===== src/rtl/core/cpu8alu_pkg.sv =====
package cpu8alu_pkg;

  localparam int unsigned OpW   = 5;
  localparam int unsigned ByteW = 8;
  localparam int unsigned AddrW = 16;

  // Input tdata: opcode, operand, mem_address, padded to whole bytes.
  localparam int unsigned InDataW  = 32;
  // Output tdata: result, strobe, address, A, X, Y, N, Z, C, V, padded to whole bytes.
  localparam int unsigned OutDataW = 56;

  typedef enum logic [OpW-1:0] {
    OP_ADC     = 5'd0,
    OP_SBC     = 5'd1,
    OP_ORA     = 5'd2,
    OP_AND     = 5'd3,
    OP_EOR     = 5'd4,
    OP_ASL_MEM = 5'd5,
    OP_LSR_MEM = 5'd6,
    OP_ROL_MEM = 5'd7,
    OP_ROR_MEM = 5'd8,
    OP_ASL_ACC = 5'd9,
    OP_LSR_ACC = 5'd10,
    OP_ROL_ACC = 5'd11,
    OP_ROR_ACC = 5'd12,
    OP_INC_MEM = 5'd13,
    OP_DEC_MEM = 5'd14,
    OP_INA     = 5'd15,
    OP_INX     = 5'd16,
    OP_INY     = 5'd17,
    OP_DEA     = 5'd18,
    OP_DEX     = 5'd19,
    OP_DEY     = 5'd20,
    OP_LDA     = 5'd21,
    OP_LDX     = 5'd22,
    OP_LDY     = 5'd23,
    OP_LDF     = 5'd24
  } op_e;

  typedef enum logic [1:0] {
    SH_ASL = 2'd0,
    SH_LSR = 2'd1,
    SH_ROL = 2'd2,
    SH_ROR = 2'd3
  } shift_e;

  typedef struct packed {
    logic n;
    logic z;
    logic c;
    logic v;
  } flags_t;

  typedef struct packed {
    logic [ByteW-1:0] acc;
    logic [ByteW-1:0] x;
    logic [ByteW-1:0] y;
    flags_t           flags;
  } arch_t;

  typedef struct packed {
    logic [ByteW-1:0] value;
    logic             mem_write;
  } alu_res_t;

endpackage


===== src/rtl/core/cpu8_alu_flags_registers.sv =====
// Pipeline: an accepted transaction loads the input register, and the result register takes
// its result from there whenever the result register is empty or being drained.
// Throughput: one transaction per cycle; while a result is stalled the input register
// holds one more transaction and then the input side stalls.
// Reset clears A, X, Y, the N, Z, C and V flags and both pipeline valid bits, so no
// transaction is pending after reset.
module cpu8_alu_flags_registers (
  input  logic                             clk_i,
  input  logic                             rst_ni,
  // s_axis_tdata fields, low bit up: opcode[4:0], operand[12:5], mem_address[28:13], zero pad.
  input  logic [cpu8alu_pkg::InDataW-1:0]  s_axis_tdata,
  input  logic                             s_axis_tvalid,
  output logic                             s_axis_tready,
  // m_axis_tdata fields, low bit up: result_value[7:0], mem_write[8], write_address[24:9],
  // acc_out[32:25], xidx_out[40:33], yidx_out[48:41], neg_flag[49], zero_flag[50],
  // carry_flag[51], overflow_flag[52], zero pad.
  output logic [cpu8alu_pkg::OutDataW-1:0] m_axis_tdata,
  output logic                             m_axis_tvalid,
  input  logic                             m_axis_tready
);
  import cpu8alu_pkg::*;

  logic             in_valid_q;
  logic [OpW-1:0]   in_op_q;
  logic [ByteW-1:0] in_operand_q;
  logic [AddrW-1:0] in_addr_q;

  arch_t            state_q, state_d;
  alu_res_t         alu_res;

  logic             out_valid_q;
  logic [ByteW-1:0] out_value_q;
  logic             out_wr_q;
  logic [AddrW-1:0] out_addr_q;

  logic             advance;

  // The result register loads a waiting transaction whenever it is empty or being drained.
  assign advance       = in_valid_q && (!out_valid_q || m_axis_tready);
  assign s_axis_tready = !in_valid_q || advance;

  cpu8alu_exec u_exec (
    .op_i      (in_op_q),
    .operand_i (in_operand_q),
    .state_i   (state_q),
    .state_o   (state_d),
    .res_o     (alu_res)
  );

  always_ff @(posedge clk_i or negedge rst_ni) begin
    if (!rst_ni) begin
      in_valid_q  <= 1'b0;
      out_valid_q <= 1'b0;
      state_q     <= '0;
    end else begin
      if (s_axis_tready) begin
        in_valid_q <= s_axis_tvalid;
      end
      if (advance) begin
        out_valid_q <= 1'b1;
        state_q     <= state_d;
      end else if (m_axis_tready) begin
        out_valid_q <= 1'b0;
      end
    end
  end

  always_ff @(posedge clk_i) begin
    if (s_axis_tready && s_axis_tvalid) begin
      in_op_q      <= s_axis_tdata[OpW-1:0];
      in_operand_q <= s_axis_tdata[OpW+ByteW-1:OpW];
      in_addr_q    <= s_axis_tdata[OpW+ByteW+AddrW-1:OpW+ByteW];
    end
    if (advance) begin
      out_value_q <= alu_res.value;
      out_wr_q    <= alu_res.mem_write;
      out_addr_q  <= alu_res.mem_write ? in_addr_q : '0;
    end
  end

  // The register and flag fields follow the architectural state, which moves
  // only when the result register loads, so they stay in step with the result.
  assign m_axis_tvalid = out_valid_q;
  assign m_axis_tdata  = {3'b000,
                          state_q.flags.v, state_q.flags.c, state_q.flags.z, state_q.flags.n,
                          state_q.y, state_q.x, state_q.acc,
                          out_addr_q, out_wr_q, out_value_q};

  a_in_holds: assert property (@(posedge clk_i) disable iff (!rst_ni)
    in_valid_q && !advance |=> in_valid_q && $stable(in_op_q) && $stable(in_operand_q))
    else $error("input register lost a waiting transaction");

  a_state_only_on_advance: assert property (@(posedge clk_i) disable iff (!rst_ni)
    !advance |=> $stable(state_q))
    else $error("architectural state changed without a transaction");

  a_unused_op_keeps_state: assert property (@(posedge clk_i) disable iff (!rst_ni)
    advance && (in_op_q > OP_LDF) |=> $stable(state_q) && out_value_q == '0 && !out_wr_q)
    else $error("unused opcode disturbed state or result");

  a_addr_zero_without_write: assert property (@(posedge clk_i) disable iff (!rst_ni)
    out_valid_q && !out_wr_q |-> out_addr_q == '0)
    else $error("write address set without a write strobe");

endmodule


===== src/rtl/core/cpu8alu_exec.sv =====
module cpu8alu_exec (
  input  logic [cpu8alu_pkg::OpW-1:0]   op_i,
  input  logic [cpu8alu_pkg::ByteW-1:0] operand_i,
  input  cpu8alu_pkg::arch_t            state_i,
  output cpu8alu_pkg::arch_t            state_o,
  output cpu8alu_pkg::alu_res_t         res_o
);
  import cpu8alu_pkg::*;

  logic [ByteW-1:0] addend;
  logic [ByteW:0]   sum;
  logic [ByteW-1:0] sum_r;
  logic             sum_v;

  // Returns {carry out, result}.
  function automatic logic [ByteW:0] shift_f(shift_e kind, logic [ByteW-1:0] v, logic cin);
    logic [ByteW:0] r;
    case (kind)
      SH_ASL:  r = {v[ByteW-1], v[ByteW-2:0], 1'b0};
      SH_ROL:  r = {v[ByteW-1], v[ByteW-2:0], cin};
      SH_LSR:  r = {v[0], 1'b0, v[ByteW-1:1]};
      SH_ROR:  r = {v[0], cin, v[ByteW-1:1]};
      default: r = '0;
    endcase
    return r;
  endfunction

  // Subtract is add of the inverted operand, so C set means no borrow.
  assign addend = (op_i == OP_SBC) ? ~operand_i : operand_i;
  assign sum    = {1'b0, state_i.acc} + {1'b0, addend} + {{ByteW{1'b0}}, state_i.flags.c};
  assign sum_r  = sum[ByteW-1:0];
  assign sum_v  = ~(state_i.acc[ByteW-1] ^ addend[ByteW-1]) & (state_i.acc[ByteW-1] ^ sum_r[ByteW-1]);

  always_comb begin
    logic [ByteW:0]   sh;
    logic [ByteW-1:0] r;
    logic             set_nz;
    state_o         = state_i;
    res_o.value     = '0;
    res_o.mem_write = 1'b0;
    sh              = '0;
    r               = '0;
    set_nz          = 1'b1;
    case (op_e'(op_i))
      OP_ADC, OP_SBC: begin
        r = sum_r;
        state_o.acc = r;
        state_o.flags.c = sum[ByteW];
        state_o.flags.v = sum_v;
      end
      OP_ORA: begin
        r = state_i.acc | operand_i;
        state_o.acc = r;
      end
      OP_AND: begin
        r = state_i.acc & operand_i;
        state_o.acc = r;
      end
      OP_EOR: begin
        r = state_i.acc ^ operand_i;
        state_o.acc = r;
      end
      OP_ASL_MEM, OP_LSR_MEM, OP_ROL_MEM, OP_ROR_MEM: begin
        sh = shift_f(shift_e'(2'(op_i - OP_ASL_MEM)), operand_i, state_i.flags.c);
        r = sh[ByteW-1:0];
        state_o.flags.c = sh[ByteW];
        res_o.mem_write = 1'b1;
      end
      OP_ASL_ACC, OP_LSR_ACC, OP_ROL_ACC, OP_ROR_ACC: begin
        sh = shift_f(shift_e'(2'(op_i - OP_ASL_ACC)), state_i.acc, state_i.flags.c);
        r = sh[ByteW-1:0];
        state_o.acc = r;
        state_o.flags.c = sh[ByteW];
      end
      OP_INC_MEM: begin
        r = operand_i + 8'd1;
        res_o.mem_write = 1'b1;
      end
      OP_DEC_MEM: begin
        r = operand_i - 8'd1;
        res_o.mem_write = 1'b1;
      end
      OP_INA: begin
        r = state_i.acc + 8'd1;
        state_o.acc = r;
      end
      OP_INX: begin
        r = state_i.x + 8'd1;
        state_o.x = r;
      end
      OP_INY: begin
        r = state_i.y + 8'd1;
        state_o.y = r;
      end
      OP_DEA: begin
        r = state_i.acc - 8'd1;
        state_o.acc = r;
      end
      OP_DEX: begin
        r = state_i.x - 8'd1;
        state_o.x = r;
      end
      OP_DEY: begin
        r = state_i.y - 8'd1;
        state_o.y = r;
      end
      OP_LDA: begin
        r = operand_i;
        state_o.acc = r;
      end
      OP_LDX: begin
        r = operand_i;
        state_o.x = r;
      end
      OP_LDY: begin
        r = operand_i;
        state_o.y = r;
      end
      OP_LDF: begin
        r = operand_i;
        set_nz = 1'b0;
        state_o.flags.n = operand_i[7];
        state_o.flags.v = operand_i[6];
        state_o.flags.z = operand_i[1];
        state_o.flags.c = operand_i[0];
      end
      default: begin
        set_nz = 1'b0;
      end
    endcase
    if (set_nz) begin
      state_o.flags.n = r[ByteW-1];
      state_o.flags.z = (r == '0);
    end
    res_o.value = r;
  end

endmodule


===== config.mk =====
export PLATFORM = sky130hd
export DESIGN_NAME = cpu8_alu_flags_registers
export DESIGN_NICKNAME = d
export VERILOG_FILES = /design/src/rtl/core/cpu8alu_pkg.sv /design/src/rtl/core/cpu8_alu_flags_registers.sv /design/src/rtl/core/cpu8alu_exec.sv
export SDC_FILE = /design/constraint.sdc
export NUM_CORES = 1
export LEC_CHECK = 0
export ABC_AREA = 1
export ABC_CLOCK_PERIOD_IN_PS = 4200
export BUFFER_PORTS_ARGS = -buffer_cell sky130_fd_sc_hd__buf_2
export CAP_MARGIN = 20
export CORE_MARGIN = 3
export CORE_UTILIZATION = 59
export DETAILED_ROUTE_END_ITERATION = 10
export PLACE_DENSITY = 0.88
export SLEW_MARGIN = 5
export SYNTH_ARGS = -nofsm -noshare
export SYNTH_HDL_FRONTEND = slang
export SYNTH_SLANG_ARGS = --single-unit
export TNS_END_PERCENT = 100

===== constraint.sdc =====
create_clock -name clk_i -period 4.2 [get_ports clk_i]
set_clock_uncertainty 0.05 [all_clocks]
set_input_delay 0.84 -clock clk_i [delete_from_list [all_inputs] [get_ports clk_i]]
set_output_delay 0.84 -clock clk_i [all_outputs]
set_load 0.01 [all_outputs]

Word level (Yosys, flattened, before mapping)

Index checks and enable logic that the tools add are counted.

Shifts and indexed selects: 0
Multiplexer cells: 15
Reductions and logical operators: 29
Multipliers: 0
Bitwise operators: 8
Divide/modulo/power cells: 0
Add/subtract/negate cells: 12
Equality and inequality tests: 30
Order comparisons: 0

Operators by type and width:

| cell                                                 | number |
|---|---|
| case mux 8 bit (15 select lines)                     | 1 |
| case mux 9 bit (4 select lines)                      | 2 |
| case mux 8 bit (8 select lines)                      | 1 |
| case mux 8 bit (3 select lines)                      | 2 |
| equality test 5 bit (second input constant)          | 9 |
| equality test 5 x 4 -> 1 bit (second input constant) | 8 |
| adder 8 x 1 -> 8 bit (second input constant)         | 4 |
| subtractor 8 x 1 -> 8 bit (second input constant)    | 4 |
| OR reduction 24 bit                                  | 1 |
| equality test 5 x 3 -> 1 bit (second input constant) | 4 |
| AND reduction 2 bit                                  | 6 |
| OR reduction 4 bit                                   | 3 |
| equality test 5 x 2 -> 1 bit (second input constant) | 2 |
| adder 8 x 8 -> 9 bit                                 | 1 |
| adder 9 x 1 -> 9 bit                                 | 1 |
| AND 8 bit                                            | 1 |
| equality test 2 bit (second input constant)          | 4 |
| logical NOT 8 bit                                    | 1 |
| 2-to-1 mux 8 bit                                     | 1 |
| NOT 8 bit                                            | 1 |
| bitwise OR 8 bit                                     | 1 |
| nonzero test 8 bit                                   | 1 |
| bitwise XOR 8 bit                                    | 1 |
| nonzero test 2 bit                                   | 3 |
| other kinds (19)                                     | 31 |

RAM bits: 0
Memories: 0
Bits in registers: 84
Output and inout port bits: 58
Memory bits (read-only): 0
Bits in latches: 0

Longest topological paths before layout

Depth after elaboration: 7
Depth in mapped cells: 23

Modules after synthesis

A second synthesis with hierarchy kept.

Cells, all modules: 932
Area total of the unflattened synthesis: 6553.8 um2

By module, submodules not included:

| module                   | cells an instance | area each (um2) | seq. area each (um2) | instances |
|---|---|---|---|---|
| cpu8alu_exec             | 707               | 3555.9          | 0.0                  | 1 |
| cpu8_alu_flags_registers | 225               | 2997.9          | 2372.3               | 1 |

Worst setup path after synthesis

Ideal clock, no wire load.

Kind: register to register
Start point: register in_op_q[2]
End point: register state_q (netlist bit m_axis_tdata[50])
Clock period less this slack: 3.299 ns
Setup slack: 0.901 ns
Buffers on the path: 0
Required time: 4.077 ns
Cell stages (with the launch flop): 19
Data arrival time: 3.176 ns
Cells stage by stage: edfxtp_1 -> nor2_2 -> nand3_2 -> inv_2 -> nand2_1 -> xor2_1 -> fa_1 -> fa_1 -> xnor2_1 -> nor2_1 -> nor2_1 -> nand2_1 -> nor2_1 -> nand3_1 -> nor2_1 -> nand3_1 -> nor2_1 -> nand2_1 -> a21oi_2

RTL lines:

| what                     | line                           | RTL |
|---|---|---|
| start: declaration       | cpu8_alu_flags_registers.sv:24 | `logic [OpW-1:0] in_op_q;` |
| start signal: assignment | cpu8_alu_flags_registers.sv:70 | `in_op_q <= s_axis_tdata[OpW-1:0];` |
| end signal: assignment   | cpu8_alu_flags_registers.sv:61 | `state_q <= state_d;` |
| end: declaration         | cpu8_alu_flags_registers.sv:28 | `arch_t state_q, state_d;` |

Final worst setup path

Start point: register in_op_q[2]
End point: register state_q (netlist bit m_axis_tdata[50])

Longest elaborated chain between the ends: 7
Elaborated cells between the ends (all ways): 39
Those cells by class: 2 x add/sub; 24 x eq/ne; 4 x mux; 9 x reduce/logical

Ends and longest elaborated chain:

| what                             | line                                   | RTL |
|---|---|---|
| equality test 5 x 1 -> 1 bit     | cpu8alu_exec.sv:29, cpu8alu_exec.sv:44 |  |
| 2-to-1 mux 8 bit                 | cpu8alu_exec.sv:29                     | `assign addend = (op_i == OP_SBC) ? ~operand_i : operand_i;` |
| adder 8 x 8 -> 9 bit             | cpu8alu_exec.sv:30                     | `assign sum = {1'b0, state_i.acc} + {1'b0, addend} + {{ByteW{1'b0}}, state_i.flags.c};` |
| adder 9 x 1 -> 9 bit             | cpu8alu_exec.sv:30                     |  |
| case mux 8 bit (15 select lines) | cpu8alu_exec.sv:44                     | `case (op_e'(op_i))` |
| logical NOT 8 bit                | cpu8alu_exec.sv:133                    | `state_o.flags.z = (r == '0);` |
| 2-to-1 mux 2 bit                 | cpu8alu_exec.sv:131                    | `if (set_nz) begin` |

Several ways; a longest one is shown, not always the timed one.
A chain may end at the register's enable or synchronous reset.

==> results by group <==
Outcome
  – Status: finished clean

Finish
  – Share of cells above drive strength 1: 14.6%
  – Layout Area Growth over Synthesis: 12.0%
  – Final Instance Area: 0.00734 mm^2
  – Nets: 1,074
  – Fill count: just under 900
  – Most frequent cells in the layout: nand2_1, inv_1, nor2_1
  – Most common cell after layout, fill and taps aside: nand2_1
  – N_diodes: 0

Routing
  – Vias per cell: 6.08
  – Total wire length: 21,300 um
  – Detail Route Antenna Nets: 0
  – DRC: 0
  – DRC marker count from the first detailed-route iteration: between 800 and 900
  – Routed length per instance: around 19 um
  – Detailed Routing Iterations Pass 1: 9
  – Routed vias: 6,938

Global routing
  – First-pass GRT wire length: 33,200 um
  – Largest net degree at the start of global routing: 31
  – Gr ovfl total: 0
  – Initial antenna violation count: 0
  – Vias in the first global route: ~6,500
  – GRT Total Usage: about a third

Floorplanning
  – Core Box Area: 0.0106 mm^2
  – Die height: 111 um
  – Initial Utilization: between 60% and 70%
  – Die W: between 100 and 150 um
  – Site Rows: 37
  – # IOs: 94
  – Die area: 0.0124 mm^2

Place
  – # port buffers: 87
  – Worst slack, placed: just under 400 ps
  – Area of placed instances: slightly above 0.007 mm^2
  – GP Congestion: 1.01
  – HPWL Detailed: 15,600 um

Setup path
  – Worst Path Required: 4440 ps
  – Setup crit end kind: flop
  – CP cell instances: nor2_2 -> nand3_2 -> inv_2 -> nand2_1 -> xor2_1 -> fa_1 -> fa_1 -> nand3_1 -> nand3b_1 -> nand3_1 -> o21ai_0 -> inv_1 -> nand2_1 -> nor2_1 -> nand3_1 -> nor2_1 -> nand2_1 -> a21oi_2
  – Slowest cell delay on critical path: around 480 ps
  – Crit-path max FO: 10
  – Worst setup path class: flop to flop
  – CP Launch Type: flop
  – Slowest CP cell: edfxtp_1
  – Arrival time at the worst endpoint: about 4200 ps
  – FF-to-FF path depth: 18

CTS
  – Clock slew at reported path FFs: 100 ps
  – H-tree levels: 3
  – CTS root buffer: clkbuf_8
  – CTS resizes: 0
  – CTS sink cnt: 84
  – # hold bufs at CTS: 0
  – CTS tree: done
  – Clk buf depth: 2
  – Post-CTS Setup Bufs: 0
  – Clk Latency, worst-skew pair: 370 ps
  – Total CTS buffers: 9

Timing
  – Min Clock Period, post-route: 3990 ps
  – Fin. max-slew vios: 0
  – Slew @ Worst Pin: 863 ps
  – Slew margin rel.: a little over two fifths
  – Final WS setup: between 200 and 250 ps
  – Setup TNS: 0 ps
  – Final cycle utilization of the critical path: 95.0%
  – Fmax: 251 MHz
  – RSZ-0062 raised after global routing: false
  – Final Setup Violations: 0
  – Final Hold Fails: 0

Run
  – Max-Cap Viols: 0

Pwr
  – Sequential Power Share: around 36%
  – Internal: between 2 and 2.5 mW
  – Psw: 1.85 mW
  – Pwr Density: 538 mW/mm^2
  – Combinational cell fraction of total power: 47.1%
  – Sw frac: 46.7%
  – Leak pwr: 3.75 nW
  – Max IR drop VDD: roughly 0.35 mV
  – Pwr Total: 3.95 mW
  – Clock share of power: 17.3%

Logic synthesis
  – Cells after Synth: 912
  – Most used DFF post-synth: edfxtp_1
  – Share of synthesized flip-flops with an asynchronous set or reset: between 30% and 40%
  – Seq/Total Area, Yosys: a little over a third
  – Number of enable flip-flop cells after synthesis: 54
  – Total number of yosys warnings: 0
  – Post-synthesis average cell area: between 7 and 8 um^2
  – Synthesized area: 0.00655 mm^2
  – Unique masters post-synth: 46
  – Synth Register Bits: 84

Worst hold path
  – Worst hold path type: input port to asynchronous set/reset pin
## per-layer routing
layer / GRT usage, % / vias up / wire, um
li1: - / 3208 / -
met3: 8.53 / 105 / 2560
met5: 0 / - / 0
met4: 16.1 / 0 / 1100
met2: 52.6 / 473 / 9580
met1: 43.5 / 3152 / 8060
## final timing paths
path | start | end | slack [ps]
worst min-delay path | rst_ni | in_valid_q | 480
min in group clk_i | m_axis_tdata[52] | m_axis_tdata[52] | 500
max in group asynchronous | rst_ni | m_axis_tdata[45] | 3090
worst max register to register | in_op_q[2] | m_axis_tdata[50] | 210
worst min register to register | m_axis_tdata[52] | m_axis_tdata[52] | 500
worst max-delay path | in_op_q[2] | m_axis_tdata[50] | 210
## state kept, by name, summed over array words and instances, names as in the netlist
name and count:
in_addr_q 16, in_op_q 5, in_operand_q 8, in_valid_q 1, m_axis_tdata 28, m_axis_tvalid 1
out_addr_q 16, out_value_q 8, out_wr_q 1
## area by class of cell
type	instances	area [um^2]	share of cell area, %
clock buffers	9	124	1.69
clock inverters	7	105	1.43
inverters	138	518	7.06
multi-input cells	672	3540	48.2
flip-flops and latches	84	2370	32.3
well taps	136	170	2.32
repair buffers	95	515	7.02
## power groups by stage
stage	sequential [mW]	clock, mW	combinational, mW
4_1_cts	1.40	0.681	1.82
2_1_floorplan	1.40	0	1.21
6_report	1.41	0.685	1.86
3_5_place_dp	1.41	0	1.81
5_1_grt	1.44	0.723	2.06
3_3_place_gp	1.40	0	1.77
## cells by family after synthesis
family                     synth area share [%]
and+or+nand+nor                            34.5
buffers and inverters                      9.95
AOI/OAI and AO/OA                          10.2
DFF                                        36.2
adders and majority gates                  7.60
xor gates and xnor gates                   1.47
other                                    0.0572
## worst max-delay path, delay by kind of cell, from the launching register on
family | cells | cell delay [ps]
simple gates | 11 | 1680
fa+ha+maj | 2 | 940
flops | 1 | 480
buf+inv | 2 | 320
xor+xnor | 1 | 240
compound gates | 2 | 210
## synth_stat cells, types with 5 or more instances
cell	count	area share [%]
a21oi_1	18	1.4
a31oi_1	6	0.57
buf_2	5	0.38
buf_4	8	0.92
dfrtp_1	30	11
edfxtp_1	54	25
ha_1	35	6.7
inv_1	129	7.4
inv_2	7	0.40
nand2_1	220	13
nand3_1	103	7.9
nand3b_1	7	0.80
nand4_1	29	2.8
nor2_1	120	6.9
nor2_2	10	0.95
o211ai_1	5	0.57
o21ai_0	45	3.4
o22ai_1	7	0.67
or2_2	5	0.48
xor2_1	7	0.94
## through the flow
stage                     cells  hold slack (ps)  utilization (%)
after floorplan             914              469                -
after global placement     1124              454             67.1
after detailed placement   1124              467             67.1
after CTS                  1140              500             69.3
after global routing       1141              523             69.6
final                      1141              483             69.6
No activity file was read; power rests on OpenSTA's default activity.
